--- src/design/positional_sequence_buffer_defines.svh ---
// ----------------------------------------------------------------------------
// Assertion macros for the positional sequence buffer
// Property checks that disappear from synthesis builds.
// ----------------------------------------------------------------------------
`ifndef POSITIONAL_SEQUENCE_BUFFER_DEFINES_SVH
`define POSITIONAL_SEQUENCE_BUFFER_DEFINES_SVH

`ifndef SYNTHESIS
// Checked property, switched off while reset is held.
`define PSB_ASSERT(lbl, clk, rstn, prop, msg) \
    lbl: assert property (@(posedge clk) disable iff (!rstn) prop) else $error(msg);
// Checked property that also holds during reset.
`define PSB_ASSERT_ALWAYS(lbl, clk, prop, msg) \
    lbl: assert property (@(posedge clk) prop) else $error(msg);
`else
`define PSB_ASSERT(lbl, clk, rstn, prop, msg)
`define PSB_ASSERT_ALWAYS(lbl, clk, prop, msg)
`endif

`endif

--- src/design/psb_pkg.sv ---
// ----------------------------------------------------------------------------
// psb_pkg
// Types and constants shared by the positional sequence buffer modules.
// ----------------------------------------------------------------------------
`timescale 1ns / 1ps

package psb_pkg;

    localparam int PSB_CAPACITY = 64;
    localparam int DATA_W       = 32;
    localparam int OP_W         = 3;
    localparam int ST_W         = 2;

    typedef enum logic [OP_W-1:0] {
        OP_PUSH_FRONT = 3'd0,
        OP_PUSH_BACK  = 3'd1,
        OP_POP_FRONT  = 3'd2,
        OP_POP_BACK   = 3'd3,
        OP_INSERT     = 3'd4,
        OP_ERASE      = 3'd5,
        OP_CLEAR      = 3'd6,
        OP_QUERY      = 3'd7
    } op_t;

    typedef enum logic [ST_W-1:0] {
        ST_DONE    = 2'd0,
        ST_IGNORED = 2'd1,
        ST_FULL    = 2'd2
    } status_t;

    // Broadcast to every cell of a chain for one item.
    typedef struct packed {
        logic              ins;
        logic              era;
        logic [DATA_W-1:0] value;
    } psb_ctl_t;

endpackage

--- src/design/psb_cell.sv ---
// ----------------------------------------------------------------------------
// psb_cell
// One storage place of a chain: holds, loads the new value, or takes the
// word of its left or right neighbour.
// ----------------------------------------------------------------------------
`timescale 1ns / 1ps

module psb_cell
    import psb_pkg::*;
#(
    parameter int IDX   = 0,
    parameter int CNT_W = 7
) (
    input  logic              aclk,
    input  psb_ctl_t          ctl,
    input  logic [CNT_W-1:0]  pos,
    input  logic [DATA_W-1:0] left_data,
    input  logic [DATA_W-1:0] right_data,
    output logic [DATA_W-1:0] data
);

    localparam logic [CNT_W-1:0] MY_IDX = CNT_W'(IDX);

    logic [DATA_W-1:0] data_reg;
    logic [DATA_W-1:0] data_next;

    always_comb begin
        data_next = data_reg;
        if (ctl.ins) begin
            if (MY_IDX > pos) begin
                data_next = left_data;
            end else if (MY_IDX == pos) begin
                data_next = ctl.value;
            end
        end else if (ctl.era) begin
            if (MY_IDX >= pos) begin
                data_next = right_data;
            end
        end
    end

    always_ff @(posedge aclk) begin
        data_reg <= data_next;
    end

    assign data = data_reg;

endmodule

--- src/design/psb_chain.sv ---
// ----------------------------------------------------------------------------
// psb_chain
// A row of cells that opens a gap or closes one at a given index, all cells
// moving on the same clock edge. The head of the row is the first element.
// ----------------------------------------------------------------------------
`timescale 1ns / 1ps

module psb_chain
    import psb_pkg::*;
#(
    parameter int CAPACITY = PSB_CAPACITY,
    parameter int CNT_W    = $clog2(PSB_CAPACITY + 1)
) (
    input  logic              aclk,
    input  psb_ctl_t          ctl,
    input  logic [CNT_W-1:0]  pos,
    output logic [DATA_W-1:0] head
);

    logic [DATA_W-1:0] cell_data [CAPACITY];

    for (genvar i = 0; i < CAPACITY; i++) begin : g_cell
        logic [DATA_W-1:0] left_w;
        logic [DATA_W-1:0] right_w;

        // The ends feed back their own word; the first cell never takes it.
        if (i == 0) begin : g_first
            assign left_w = cell_data[i];
        end else begin : g_left
            assign left_w = cell_data[i-1];
        end
        if (i == CAPACITY - 1) begin : g_last
            assign right_w = cell_data[i];
        end else begin : g_right
            assign right_w = cell_data[i+1];
        end

        psb_cell #(
            .IDX   (i),
            .CNT_W (CNT_W)
        ) u_cell (
            .aclk       (aclk),
            .ctl        (ctl),
            .pos        (pos),
            .left_data  (left_w),
            .right_data (right_w),
            .data       (cell_data[i])
        );
    end

    assign head = cell_data[0];

endmodule

--- config.mk ---
export PLATFORM = sky130hd
export DESIGN_NAME = psb_chain
export DESIGN_NICKNAME = d
export VERILOG_FILES = /design/src/design/positional_sequence_buffer_defines.svh /design/src/design/psb_pkg.sv /design/src/design/psb_cell.sv /design/src/design/psb_chain.sv
export SDC_FILE = /design/constraint.sdc
export NUM_CORES = 2
export LEC_CHECK = 0
export BUFFER_PORTS_ARGS = -buffer_cell sky130_fd_sc_hd__buf_4
export CORE_MARGIN = 1
export CORE_UTILIZATION = 58
export DETAILED_ROUTE_END_ITERATION = 7
export PLACE_DENSITY = 0.85
export SETUP_SLACK_MARGIN = 0.5
export SLEW_MARGIN = 30
export SYNTH_ARGS = -nofsm -noshare
export SYNTH_HDL_FRONTEND = slang
export SYNTH_SLANG_ARGS = --single-unit
--- constraint.sdc ---
create_clock -name aclk -period 5.5 [get_ports aclk]
set_input_delay 0.55 -clock aclk [delete_from_list [all_inputs] [get_ports aclk]]
set_output_delay 0.55 -clock aclk [all_outputs]
set_load 0.005 [all_outputs]
==> metrics.cfg <==
[yosys]
synth-compound-area-share_pct=13.3
syn_avg_cell_area_um2=10.9
synth_fa_ha_area_share_pct=0
synth.area.top_cells=edfxtp_1 59%, mux2i_1 11%, a21oi_1 5.9%
synth_top_flop_cell=edfxtp_1
yosys.area.top_type=edfxtp_1
synth_xor_area_share_pct=0
synth_edf_count=2048
synth_seq_cells=2048
synthMuxAreaShare_pct=11.4
yosys_warnings=0
synth_top_area_share_pct=58.8
yosys.cell_types.count=49
syn_area_um2=105000
synth_top_family_by_area=compound AO/OA/AOI/OAI gates
ys_seq_area_share_pct=58.8
synth-simple-area-share_pct=10.1
syn-num-nets=9591
async_flop_share_pct=0
synthCells=9549

[floorplanning]
placementRows=155
ios=74
dieArea_um2=182000
coreArea_um2=179000
die_h_um=427
start_util_pct=58.5
die_w_um=427

[routing]
drt-wirelength-per-cell_um=27.1
drt_iter0_drc=12829
viasPerCell=6.84
ant_nets=0
first_pass_iters=8
dr_total_vias=79118
drt_wl_total_um=313000
drcViolationCount=4

[timing]
min_period_ns=3.04
fmax_ghz=0.329
relSlewSlack_pct=26.5
tightest_slew_ns=1.10
maxSlewViolCount=0
rsz0062_at_grt=no
tns_ns=0
finalHoldViolations=0
setup_viol=0
fin_ws_ns=2.46
period_share_pct=55.3
skew_ns=0.0495

[global_routing]
grtUsageTotal_pct=33.7
grt_max_degree=275
gr-total-overflow=0
grt_pass1_vias=77259
use_met1_pct=42.1
grt_pass1_wl_um=466000
use_met3_pct=8.62
met2_usage_pct=51.9
grt_busiest_layer=met2
antenna_found_initial=20

[placement]
dp.cells=11181
placed_area_um2=107000
pre_cts_slack_ns=1.75
dpl.hpwl_um=195000
routabilityCongestion=0.943
port_buffers=73

[clocking]
htree_levels=4
clkSinkCount=2048
clock_path_buffers=3
cts-root-buf=clkbuf_16
cts_setup_buffers=0
clkTransAtPathRegs_ns=0.06
cts_repair_resize_count=0
cts_tree=built
clock_latency_ns=0.86
postCtsHoldBufs=0
cts_buffers=202

[hold_path]
worstHoldPathType=input port to register

[run_status]
violations=design-rule violations
outcome=finished, violations left

[final_layout]
stdcell_area_um2=113000
layout_common_cells=2048 x edfxtp_1, 1287 x nor2_1, 1215 x a21oi_1
fin_cells=11565
fillers=12907
layout-drive-gt1-share_pct=7.84
area_delta_synth_final_pct=8.40
layout_commonest_cell=edfxtp_1
largest_reg_flops=2048
layout.nets=9080

[critical_path]
cp.required_ns=5.95
critPathKind=input port to register
cpMaxStageDelayCell=or2_2
critPathArrivalTime_ns=3.49
path_common_cell=buf_4
crit_family=buffers and inverters
path_max_fanout=47
critPathLaunchType=input port
endpoint_kind=register
cpPeakStageDelay_ns=0.69
crit_buf_inv=4
worstPathCellList=buf_4 -> or2_2 -> buf_4 -> a21oi_4 -> buf_4 -> nor2b_2 -> buf_4

[power_and_ir_drop]
finalPower_mw=36.6
power.leakage_nw=43.2
ir_worst_vdd_uv=303
powerDensity_nw_per_um2=323

[flow_run]
cap_violations=0

==> final cells by class <==
| class | count | area (µm²) | share of cell area [%] |
|---|---|---|---|
| Sequential cell | 2048 | 61500 | 54.3 |
| Multi-Input combinational cell | 5840 | 37200 | 32.8 |
| Clock buffer | 260 | 5270 | 4.65 |
| Timing Repair Buffer | 303 | 2980 | 2.63 |
| Tap cell | 2355 | 2950 | 2.60 |
| Inverter | 643 | 2410 | 2.13 |
| Clock inverter | 99 | 997 | 0.880 |
| Antenna cell | 17 | 42.5 | 0.0375 |
==> routing by layer <==
metal  share of wire (%)  up-vias
met3                  12     1184
li1                    -    34101
met1                  34    38290
met4                 7.5       10
met5               0.038        -
met2                  46     5533
==> kinds of logic (layout without fill, tap and decap cells) <==
group	after synthesis	in the layout
AO/OA/AOI/OAI	2186	2186
buffers and inverters	1661	1305
flip-flops	2048	2048
multiplexers	1184	1184
other	0	17
AND/OR/NAND/NOR	2470	2470
==> stage by stage <==
step                hold slack [ns]  util (%)
detailed placement            0.565      59.7
finish                        0.271      63.4
global route                  0.267      63.4
floorplan                     0.551         -
global placement              0.558      59.4
CTS                           0.220      63.2
==> final timing paths <==
path / slack (ns) / depth (start not counted) / end / start
setup / recovery: 2.46 / 7 / g_cell[27].u_cell.data[17] / pos[6]
hold / removal: 0.27 / 3 / g_cell[1].u_cell.data[28] / ctl[28]
setup reg to reg: 4.15 / 3 / g_cell[33].u_cell.data[14] / g_cell[34].u_cell.data[14]
hold reg to reg: 0.57 / 2 / g_cell[44].u_cell.data[15] / g_cell[43].u_cell.data[15]
==> synthesized netlist by cell type, drive strengths merged, types with 116 or more instances <==
library cell / number
edfxtp: 2048
nor2: 1318
a21oi: 1250
mux2i: 1152
clkbuf: 741
inv: 643
nand3: 611
o221ai: 608
nand2: 330
buf: 277
a31oi: 131
nor2b: 116
==> power by group <==
part	switching [mW]	leakage (nW)	internal, mW
combinational	2.90	21.2	1.35
sequential	0.457	19.0	18.3
clock	6.19	3.03	7.43
==> tightest hold or removal path, stage by stage <==
cell and delay [ns]:
buf_4 0.18, mux2i_1 0.14, a21oi_1 0.08
Note: power is estimated with default switching activity, not from simulation.
